===== config.mk =====
export PLATFORM = sky130hd
export DESIGN_NAME = runlist_extent_decoder_flat
export DESIGN_NICKNAME = d
export VERILOG_FILES = /design/src/sv/red_pkg.sv /design/src/sv/red_byte_if.sv /design/src/sv/red_result_if.sv /design/src/sv/runlist_extent_decoder.sv /design/src/sv/red_front.sv /design/src/sv/red_queue.sv /design/src/sv/red_back.sv /design/src/flat_wrapper.sv
export SDC_FILE = /design/constraint.sdc
export NUM_CORES = 2
export LEC_CHECK = 0
export ABC_AREA = 1
export BUFFER_PORTS_ARGS = -buffer_cell sky130_fd_sc_hd__clkbuf_2
export CORE_ASPECT_RATIO = 2
export CORE_MARGIN = 2
export CORE_UTILIZATION = 57
export DETAILED_ROUTE_END_ITERATION = 7
export GPL_TIMING_DRIVEN = 1
export PLACE_DENSITY_LB_ADDON = 0.12
export SLEW_MARGIN = 15
export SYNTH_ARGS = -nofsm -noshare
export SYNTH_HDL_FRONTEND = slang
export SYNTH_SLANG_ARGS = --single-unit

===== constraint.sdc =====
create_clock -name clk -period 15 [get_ports clk]
set_clock_uncertainty 0.05 [all_clocks]
set_input_delay 1.5 -clock clk [delete_from_list [all_inputs] [get_ports clk]]
set_output_delay 1.5 -clock clk [all_outputs]
set_load 0.1 [all_outputs]

===== src/sv/red_pkg.sv =====
package red_pkg;

  // request kinds carried from the parser to the cluster stage
  localparam logic [1:0] KIND_RUN = 2'd0;
  localparam logic [1:0] KIND_END = 2'd1;
  localparam logic [1:0] KIND_BAD = 2'd2;

  // configuration register indexes
  localparam logic CFG_PART_START = 1'b0;
  localparam logic CFG_SEC_PER_CLU = 1'b1;

  localparam logic [7:0] LEN_NIBBLE_MASK = 8'h0F;
  localparam logic [7:0] OFF_NIBBLE_MASK = 8'hF0;
  localparam logic [3:0] MAX_FIELD_BYTES = 4'd8;

  localparam logic [47:0] PART_START_RESET = 48'd0;
  localparam logic [7:0] SEC_PER_CLU_RESET = 8'd8;

  typedef struct packed {
    logic [1:0]  kind;
    logic [63:0] count;
    logic [63:0] offset;
  } red_req_t;

  typedef struct packed {
    logic     valid;
    red_req_t req;
  } red_push_t;

endpackage


===== src/sv/red_byte_if.sv =====
interface red_byte_if;
  logic       valid;
  logic       ready;
  logic [7:0] run_byte;

  modport source (output valid, output run_byte, input ready);
  modport sink (input valid, input run_byte, output ready);
endinterface


===== src/sv/red_result_if.sv =====
interface red_result_if;
  logic        valid;
  logic        ready;
  logic [63:0] run_start_cluster;
  logic [63:0] run_cluster_count;
  logic [63:0] run_first_virtual;
  logic [63:0] run_first_sector;
  logic        list_end;
  logic        bad_header;

  modport source (
    output valid, output run_start_cluster, output run_cluster_count,
    output run_first_virtual, output run_first_sector, output list_end,
    output bad_header, input ready
  );
  modport sink (
    input valid, input run_start_cluster, input run_cluster_count,
    input run_first_virtual, input run_first_sector, input list_end,
    input bad_header, output ready
  );
endinterface


===== src/sv/runlist_extent_decoder.sv =====
// channel   dir  handshake      payload
// in_ch     in   valid/ready    run_byte[7:0], one run list byte per request
// out_ch    out  valid/ready    start, count, first virtual, first sector, list_end, bad_header
// cfg_*     in   cfg_we         cfg_index selects register, cfg_wdata[47:0]
//
// one byte per cycle is taken while the request queue has room
// the completing byte enters the queue; the request then passes the cluster adder register
// and the sector mult / output register in that order, and a stalled out_ch can hold either
// the cluster adder keeps one request per cycle while out_ch is ready, so the back end also runs at one per cycle
// reset (rst_n low, synchronous) clears the parser, queue, pipeline and running sums
// a stalled out_ch fills the pipeline then the queue, after which in_ch.ready drops
module runlist_extent_decoder #(
  parameter int QUEUE_DEPTH = 2
) (
  input  logic         clk,
  input  logic         rst_n,
  red_byte_if.sink     in_ch,
  red_result_if.source out_ch,
  input  logic         cfg_we,
  input  logic         cfg_index,
  input  logic [47:0]  cfg_wdata
);

  // configuration registers
  logic [47:0] part_start_r;
  logic [7:0]  sec_per_clu_r;

  // front to queue
  red_pkg::red_push_t push;
  logic               q_full;

  // queue to back
  logic               q_valid;
  red_pkg::red_req_t  q_data;
  logic               q_pop;

  always_ff @(posedge clk) begin
    if (!rst_n) begin
      part_start_r  <= red_pkg::PART_START_RESET;
      sec_per_clu_r <= red_pkg::SEC_PER_CLU_RESET;
    end else if (cfg_we) begin
      unique case (cfg_index)
        red_pkg::CFG_PART_START:  part_start_r  <= cfg_wdata;
        red_pkg::CFG_SEC_PER_CLU: sec_per_clu_r <= cfg_wdata[7:0];
      endcase
    end
  end

  // byte parser: headers, length and offset bytes, sign extension
  red_front u_front (
    .clk    (clk),
    .rst_n  (rst_n),
    .in_ch  (in_ch),
    .q_full (q_full),
    .push   (push)
  );

  // short request queue so the parser and the cluster stage stall apart
  red_queue #(
    .DEPTH (QUEUE_DEPTH)
  ) u_queue (
    .clk     (clk),
    .rst_n   (rst_n),
    .push    (push),
    .full    (q_full),
    .q_valid (q_valid),
    .q_data  (q_data),
    .pop     (q_pop)
  );

  // running cluster sums, sector calculation and output register
  red_back u_back (
    .clk         (clk),
    .rst_n       (rst_n),
    .q_valid     (q_valid),
    .q_data      (q_data),
    .pop         (q_pop),
    .part_start  (part_start_r),
    .sec_per_clu (sec_per_clu_r),
    .out_ch      (out_ch)
  );

endmodule


===== src/sv/red_front.sv =====
module red_front (
  input  logic                clk,
  input  logic                rst_n,
  red_byte_if.sink            in_ch,
  input  logic                q_full,
  output red_pkg::red_push_t  push
);

  localparam logic [1:0] PH_HDR = 2'd0;
  localparam logic [1:0] PH_LEN = 2'd1;
  localparam logic [1:0] PH_OFF = 2'd2;

  logic [1:0]  phase_r, phase_nxt;
  logic [3:0]  len_bytes_r, len_bytes_nxt;
  logic [3:0]  off_bytes_r, off_bytes_nxt;
  logic [3:0]  pos_r, pos_nxt;
  logic [63:0] len_acc_r, len_acc_nxt;
  logic [63:0] off_acc_r, off_acc_nxt;

  logic        accept;
  logic [7:0]  b;
  logic [3:0]  lo, hi;
  logic [3:0]  pos_inc;
  logic [63:0] byte_shifted;

  // sign extension of the offset from its byte count
  function automatic logic [63:0] sext(input logic [63:0] v, input logic [3:0] n);
    logic [63:0] r;
    r = v;
    unique case (n)
      4'd0:    r = '0;
      4'd1:    r = {{56{v[7]}},  v[7:0]};
      4'd2:    r = {{48{v[15]}}, v[15:0]};
      4'd3:    r = {{40{v[23]}}, v[23:0]};
      4'd4:    r = {{32{v[31]}}, v[31:0]};
      4'd5:    r = {{24{v[39]}}, v[39:0]};
      4'd6:    r = {{16{v[47]}}, v[47:0]};
      4'd7:    r = {{8{v[55]}},  v[55:0]};
      default: r = v;
    endcase
    return r;
  endfunction

  assign in_ch.ready  = !q_full;
  assign accept       = in_ch.valid && !q_full;
  assign b            = in_ch.run_byte;
  assign lo           = 4'(b & red_pkg::LEN_NIBBLE_MASK);
  assign hi           = 4'((b & red_pkg::OFF_NIBBLE_MASK) >> 4);
  assign pos_inc      = pos_r + 4'd1;
  assign byte_shifted = 64'(b) << {pos_r[2:0], 3'b000};

  always_comb begin
    phase_nxt     = phase_r;
    len_bytes_nxt = len_bytes_r;
    off_bytes_nxt = off_bytes_r;
    pos_nxt       = pos_r;
    len_acc_nxt   = len_acc_r;
    off_acc_nxt   = off_acc_r;
    push          = '0;
    if (accept) begin
      unique case (phase_r)
        PH_LEN: begin
          len_acc_nxt = len_acc_r | byte_shifted;
          pos_nxt     = pos_inc;
          if (pos_inc >= len_bytes_r) begin
            pos_nxt = '0;
            if (off_bytes_r == 4'd0) begin
              phase_nxt         = PH_HDR;
              push.valid        = 1'b1;
              push.req.kind     = red_pkg::KIND_RUN;
              push.req.count    = len_acc_nxt;
              push.req.offset   = '0;
            end else begin
              phase_nxt = PH_OFF;
            end
          end
        end
        PH_OFF: begin
          off_acc_nxt = off_acc_r | byte_shifted;
          pos_nxt     = pos_inc;
          if (pos_inc >= off_bytes_r) begin
            pos_nxt         = '0;
            phase_nxt       = PH_HDR;
            push.valid      = 1'b1;
            push.req.kind   = red_pkg::KIND_RUN;
            push.req.count  = len_acc_r;
            push.req.offset = sext(off_acc_nxt, off_bytes_r);
          end
        end
        default: begin
          // header byte; the unused phase code lands here too
          phase_nxt = PH_HDR;
          if (b == 8'd0) begin
            push.valid    = 1'b1;
            push.req.kind = red_pkg::KIND_END;
          end else if (lo > red_pkg::MAX_FIELD_BYTES || hi > red_pkg::MAX_FIELD_BYTES) begin
            push.valid    = 1'b1;
            push.req.kind = red_pkg::KIND_BAD;
          end else begin
            len_bytes_nxt = lo;
            off_bytes_nxt = hi;
            pos_nxt       = '0;
            len_acc_nxt   = '0;
            off_acc_nxt   = '0;
            phase_nxt     = (lo != 4'd0) ? PH_LEN : PH_OFF;
          end
        end
      endcase
    end
  end

  always_ff @(posedge clk) begin
    if (!rst_n) begin
      phase_r     <= PH_HDR;
      len_bytes_r <= '0;
      off_bytes_r <= '0;
      pos_r       <= '0;
      len_acc_r   <= '0;
      off_acc_r   <= '0;
    end else begin
      phase_r     <= phase_nxt;
      len_bytes_r <= len_bytes_nxt;
      off_bytes_r <= off_bytes_nxt;
      pos_r       <= pos_nxt;
      len_acc_r   <= len_acc_nxt;
      off_acc_r   <= off_acc_nxt;
    end
  end

endmodule


===== src/sv/red_queue.sv =====
module red_queue #(
  parameter int DEPTH = 2
) (
  input  logic               clk,
  input  logic               rst_n,
  input  red_pkg::red_push_t push,
  output logic               full,
  output logic               q_valid,
  output red_pkg::red_req_t  q_data,
  input  logic               pop
);

  localparam int PtrW = (DEPTH > 1) ? $clog2(DEPTH) : 1;
  localparam int CntW = $clog2(DEPTH + 1);

  red_pkg::red_req_t mem [DEPTH];

  logic [PtrW-1:0] wr_ptr_r, wr_ptr_nxt;
  logic [PtrW-1:0] rd_ptr_r, rd_ptr_nxt;
  logic [CntW-1:0] cnt_r, cnt_nxt;
  logic            do_push, do_pop;

  assign full    = (cnt_r == CntW'(DEPTH));
  assign q_valid = (cnt_r != '0);
  assign q_data  = mem[rd_ptr_r];
  assign do_push = push.valid && !full;
  assign do_pop  = pop && q_valid;

  always_comb begin
    wr_ptr_nxt = wr_ptr_r;
    rd_ptr_nxt = rd_ptr_r;
    cnt_nxt    = cnt_r;
    if (do_push) begin
      wr_ptr_nxt = (wr_ptr_r == PtrW'(DEPTH - 1)) ? '0 : wr_ptr_r + 1'b1;
    end
    if (do_pop) begin
      rd_ptr_nxt = (rd_ptr_r == PtrW'(DEPTH - 1)) ? '0 : rd_ptr_r + 1'b1;
    end
    if (do_push && !do_pop) begin
      cnt_nxt = cnt_r + 1'b1;
    end else if (do_pop && !do_push) begin
      cnt_nxt = cnt_r - 1'b1;
    end
  end

  always_ff @(posedge clk) begin
    if (do_push) begin
      mem[wr_ptr_r] <= push.req;
    end
  end

  always_ff @(posedge clk) begin
    if (!rst_n) begin
      wr_ptr_r <= '0;
      rd_ptr_r <= '0;
      cnt_r    <= '0;
    end else begin
      wr_ptr_r <= wr_ptr_nxt;
      rd_ptr_r <= rd_ptr_nxt;
      cnt_r    <= cnt_nxt;
    end
  end

endmodule


===== src/sv/red_back.sv =====
module red_back (
  input  logic              clk,
  input  logic              rst_n,
  input  logic              q_valid,
  input  red_pkg::red_req_t q_data,
  output logic              pop,
  input  logic [47:0]       part_start,
  input  logic [7:0]        sec_per_clu,
  red_result_if.source      out_ch
);

  // running sums
  logic [63:0] cur_r, cur_nxt;
  logic [63:0] virt_r, virt_nxt;

  // cluster stage
  logic        a_v_r;
  logic [1:0]  a_kind_r;
  logic [63:0] a_start_r, a_count_r, a_virt_r;

  // sector / output stage
  logic        b_v_r;
  logic [63:0] b_start_r, b_count_r, b_virt_r, b_sector_r;
  logic        b_end_r, b_bad_r;

  logic        a_load, b_load, a_is_run;
  logic [63:0] run_start;
  logic [71:0] prod;

  assign b_load    = !b_v_r || out_ch.ready;
  assign a_load    = !a_v_r || b_load;
  assign pop       = q_valid && a_load;
  assign run_start = cur_r + q_data.offset;
  assign a_is_run  = (a_kind_r == red_pkg::KIND_RUN);
  assign prod      = a_start_r * sec_per_clu;

  always_comb begin
    cur_nxt  = cur_r;
    virt_nxt = virt_r;
    if (pop) begin
      if (q_data.kind == red_pkg::KIND_RUN) begin
        cur_nxt  = run_start;
        virt_nxt = virt_r + q_data.count;
      end else if (q_data.kind == red_pkg::KIND_END) begin
        cur_nxt  = '0;
        virt_nxt = '0;
      end
    end
  end

  always_ff @(posedge clk) begin
    if (!rst_n) begin
      cur_r  <= '0;
      virt_r <= '0;
      a_v_r  <= 1'b0;
      b_v_r  <= 1'b0;
    end else begin
      cur_r  <= cur_nxt;
      virt_r <= virt_nxt;
      if (a_load) begin
        a_v_r <= pop;
      end
      if (b_load) begin
        b_v_r <= a_v_r;
      end
    end
  end

  always_ff @(posedge clk) begin
    if (pop) begin
      a_kind_r <= q_data.kind;
      if (q_data.kind == red_pkg::KIND_RUN) begin
        a_start_r <= run_start;
        a_count_r <= q_data.count;
        a_virt_r  <= virt_r;
      end else begin
        a_start_r <= '0;
        a_count_r <= '0;
        a_virt_r  <= '0;
      end
    end
    if (b_load && a_v_r) begin
      b_start_r  <= a_start_r;
      b_count_r  <= a_count_r;
      b_virt_r   <= a_virt_r;
      b_sector_r <= a_is_run ? prod[63:0] + {16'd0, part_start} : '0;
      b_end_r    <= (a_kind_r == red_pkg::KIND_END);
      b_bad_r    <= (a_kind_r == red_pkg::KIND_BAD);
    end
  end

  assign out_ch.valid             = b_v_r;
  assign out_ch.run_start_cluster = b_start_r;
  assign out_ch.run_cluster_count = b_count_r;
  assign out_ch.run_first_virtual = b_virt_r;
  assign out_ch.run_first_sector  = b_sector_r;
  assign out_ch.list_end          = b_end_r;
  assign out_ch.bad_header        = b_bad_r;

endmodule

===== src/flat_wrapper.sv =====
// flat-port wrapper written by rule: the top's interface ports become plain ports
module runlist_extent_decoder_flat 
#(
  parameter int QUEUE_DEPTH = 2
)
  (clk, rst_n, cfg_we, cfg_index, cfg_wdata, in_ch_valid, in_ch_run_byte, in_ch_ready, out_ch_valid, out_ch_run_start_cluster, out_ch_run_cluster_count, out_ch_run_first_virtual, out_ch_run_first_sector, out_ch_list_end, out_ch_bad_header, out_ch_ready);
  red_byte_if in_ch_i ();
  red_result_if out_ch_i ();
  input  logic clk;
  input  logic rst_n;
  input  logic cfg_we;
  input  logic cfg_index;
  input  logic [47:0] cfg_wdata;
  input wire logic [$bits(in_ch_i.valid)-1:0] in_ch_valid;
  input wire logic [$bits(in_ch_i.run_byte)-1:0] in_ch_run_byte;
  output wire logic [$bits(in_ch_i.ready)-1:0] in_ch_ready;
  output wire logic [$bits(out_ch_i.valid)-1:0] out_ch_valid;
  output wire logic [$bits(out_ch_i.run_start_cluster)-1:0] out_ch_run_start_cluster;
  output wire logic [$bits(out_ch_i.run_cluster_count)-1:0] out_ch_run_cluster_count;
  output wire logic [$bits(out_ch_i.run_first_virtual)-1:0] out_ch_run_first_virtual;
  output wire logic [$bits(out_ch_i.run_first_sector)-1:0] out_ch_run_first_sector;
  output wire logic [$bits(out_ch_i.list_end)-1:0] out_ch_list_end;
  output wire logic [$bits(out_ch_i.bad_header)-1:0] out_ch_bad_header;
  input wire logic [$bits(out_ch_i.ready)-1:0] out_ch_ready;
  assign in_ch_i.valid = in_ch_valid;
  assign in_ch_i.run_byte = in_ch_run_byte;
  assign in_ch_ready = in_ch_i.ready;
  assign out_ch_valid = out_ch_i.valid;
  assign out_ch_run_start_cluster = out_ch_i.run_start_cluster;
  assign out_ch_run_cluster_count = out_ch_i.run_cluster_count;
  assign out_ch_run_first_virtual = out_ch_i.run_first_virtual;
  assign out_ch_run_first_sector = out_ch_i.run_first_sector;
  assign out_ch_list_end = out_ch_i.list_end;
  assign out_ch_bad_header = out_ch_i.bad_header;
  assign out_ch_i.ready = out_ch_ready;
  runlist_extent_decoder #(.QUEUE_DEPTH(QUEUE_DEPTH)) u_core (.clk(clk), .rst_n(rst_n), .in_ch(in_ch_i), .out_ch(out_ch_i), .cfg_we(cfg_we), .cfg_index(cfg_index), .cfg_wdata(cfg_wdata));
endmodule

==> metrics.yaml <==
detailed_routing:
  drt_wl_total_mm: 244
  drtIter0Drc: 4848
  via_per_inst: 5.52
  detail-route-antenna-nets: 0
  firstDrtPassIters: 8
  drcViolationCount: 0
  wl_per_cell_um: 23.1
  via_count: 58400
synthesis:
  synth_cell_types: 53
  seq_area_frac_synth_pct: 40.7
  syn_inst: 8761
  netlist_area_sq_um: 68900
  synth_fp_nets: 9446
  async_flop_share_pct: 0
  yosysTopAreaCellShare_pct: 31.0
  synth_ff_type: "edfxtp_1"
  synth.avg_cell_area_sq_um: 7.87
  synth_area_leaders: "edfxtp_1 31%, nand2_1 12%, fa_1 12%"
  synth_warnings: 0
  synth_seq_cells: 1045
  synth_top_area_cell: "edfxtp_1"
  synth_edf_count: 712
  yosysMostFrequentCell: "nand2_1"
  synthTopCellsByCount: "2,284 x nand2_1, 1,992 x inv_1, 820 x nor2_1"
sta:
  setup_viol: 0
  rsz0062_at_grt: "false"
  fmax_mhz: 149
  whs_ns: 0.358
  fin_tns_setup_ns: 0
  period_needed_ns: 6.72
  slew_headroom_pct: 14.7
  worst_pin_slew_ns: 1.27
  timing.final.crit_share_pct: 44.8
  hold_violations: 0
  slew_viol_final: 0
final_layout:
  finalNetCount: 9612
  areaGrowthSynthToFinish_pct: 8.91
  fin_area_sq_um: 75100
  fillers: 10600
  drive_gt1_share_pct: 7.63
clock_tree:
  clk_latency_ns: 0.74
  post-cts-setup-buffers: 0
  cts_buffer_depth: 3
  clkTransAtPathRegs_ns: 0.07
  hold_buffers: 0
  cts_sinks: 1045
  cts_tree: "built"
  cts_resized: 0
  ctsRootBufferMaster: "clkbuf_16"
  cts_made_buffers: 94
  cts_htree_levels: 3
setup_path:
  crit_top_cell: "nand2_1"
  path_delay_family: "adder cells"
  start_kind: "register"
  critPathBufInv: 6
  cp_cell_sequence: "buf_4 -> nand2_1 -> fa_1 -> inv_1 -> fa_1 -> fa_1 -> inv_1 -> fa_1 -> inv_1 -> ha_1 -> nand2_1 -> nor2_1 -> inv_1 -> nor2_1 -> inv_1 -> nor3_1 -> nand2_1 -> nand3_1 -> nand2_1 -> nand2_1 -> nand2_1 -> nand2_1 -> nor2_1"
  crit_path_end_kind: "register"
  crit_fanout: 28
  critPathRequiredTime_ns: 15.41
  criticalPathCategory: "reg -> reg"
  slowest_stage: "dfxtp_2"
  worstPathArrival_ns: 7.13
  cpPeakStageDelay_ns: 0.78
floorplanning:
  dieArea_sq_um: 124000
  initial_core_util_pct: 57.4
  core_sq_um: 120000
  ios: 322
  rows: 180
  die_w_um: 250
  die_h_um: 496
global_route:
  grt-ovfl-total: 0
  grt_pass1_vias: 58300
  grt_pass1_wl_mm: 356
  antenna_found_initial: 11
  grtUsageTotal_pct: 39.3
  grt_max_degree: 149
pwr:
  clkPwrFrac_pct: 14.7
  combinationalPowerShare_pct: 58.5
  leakagePower_nw: 37.3
  sequentialPowerShare_pct: 26.8
  switchingPower_mw: 9.82
  switching_share_pct: 54.6
  power.internal_mw: 8.18
  vdd_drop_max_uv: 180
  power_density_nw_per_um2: 240
placed_design:
  port_buffers: 321
  hpwl_mm: 191
  post_dp_cell_area_sq_um: 71700
  place.gp.congestion: 1.09
worst_hold_path:
  min_path_type: "reg -> reg"
job:
  drv_cap: 0
run_status:
  outcome: "finished clean"
power groups by stage:
| stage | registers [mW] | logic, mW | clock network (mW) |
|---|---|---|---|
| floorplan | 6.03 | 5.85 | 0 |
| global placement | 4.83 | 10.2 | 0 |
| detailed placement | 4.85 | 10.3 | 0 |
| CTS | 4.79 | 10.4 | 2.67 |
| global route | 4.86 | 11.4 | 2.77 |
| finish | 4.83 | 10.5 | 2.65 |
metrics by stage:
stage               util (%)  instances  power, mW  setup slack [ns]
finish                  62.5      10600       18.0              8.28
global placement        59.7      10400       15.1              8.39
CTS                     62.5      10600       17.9              8.38
detailed placement      59.7      10400       15.2              8.44
floorplan                  -       8761       11.9             0.100
global route            62.5      10600       19.0              8.19
worst paths after layout:
check                           cells past startpoint                       start  slack (ns)                                         end
worst min register to register                      0  u_core.u_back.a_virt_r[26]        0.36  u_core.u_back.out_ch.run_first_virtual[26]
worst min-delay path                                0  u_core.u_back.a_virt_r[26]        0.36  u_core.u_back.out_ch.run_first_virtual[26]
worst max-delay path                               23     u_core.sec_per_clu_r[1]        8.28   u_core.u_back.out_ch.run_first_sector[37]
worst max register to register                     23     u_core.sec_per_clu_r[1]        8.28   u_core.u_back.out_ch.run_first_sector[37]
flip-flops by register name (all words and copies together), names as in the netlist, 2 cells and up, named ones only:
register                                cells
u_core.part_start_r                        48
u_core.sec_per_clu_r                        8
u_core.u_back.a_count_r                    64
u_core.u_back.a_kind_r                      2
u_core.u_back.a_start_r                    64
u_core.u_back.a_virt_r                     64
u_core.u_back.cur_r                        64
u_core.u_back.out_ch.run_cluster_count     64
u_core.u_back.out_ch.run_first_sector      64
u_core.u_back.out_ch.run_first_virtual     64
u_core.u_back.out_ch.run_start_cluster     64
u_core.u_back.virt_r                       64
u_core.u_front.len_acc_r                   64
u_core.u_front.len_bytes_r                  4
u_core.u_front.off_acc_r                   64
u_core.u_front.off_bytes_r                  4
u_core.u_front.phase_r                      2
u_core.u_front.pos_r                        4
u_core.u_queue.cnt_r                        2
u_core.u_queue.mem                        260
placed cells by master (no fill, tap or decap), drive strengths merged, types with 3 or more instances in the layout:
master,n
nand2,2292
inv,2020
nor2,831
edfxtp,712
a21oi,550
clkbuf,429
o21ai,410
fa,397
dfxtp,333
nand3,281
ha,226
nor3,71
mux2,63
buf,54
a211oi,49
nand4,40
clkinv,34
or2,29
a32o,23
xor2,19
o32ai,18
o21bai,15
nand3b,15
and3,12
bufinv,12
a31oi,11
nor4,10
clkinvlp,9
diode,8
xnor2,8
o21a,7
a21o,6
and2,6
o31ai,5
a21boi,5
mux2i,3
final cells by class:
type	count	area, sq um	share of cell area (%)
inverter	2006	7540	10.1
tap	1547	1940	2.58
multi-input combinational	5406	32100	42.8
timing repair buffer	374	2020	2.70
antenna	8	20.0	0.0267
clock buffer	109	2520	3.36
sequential	1045	28100	37.4
clock inverter	69	838	1.12
cells by family (layout without fill, tap and decap cells):
group,count (synthesis),after routing,synth area share [%]
XOR/XNOR,27,27,0.343
AO/OA/AOI/OAI,1101,1101,8.63
buffers and inverters,2310,2558,12.8
adder cells (fa/ha/maj),623,623,15.6
other,0,8,0
AND/OR/NAND/NOR,3589,3589,20.8
multiplexers,66,66,1.07
flip-flops,1045,1045,40.7
layer usage:
metal / vias up / track usage (%) / share of wire, %
met5: - / 0 / 0.017
met4: 6 / 37.9 / 12
met3: 987 / 5.48 / 6.1
met2: 2593 / 70.1 / 50
met1: 27400 / 39.0 / 32
li1: 27300 / - / -
Note: power is estimated with default switching activity, not from simulation.
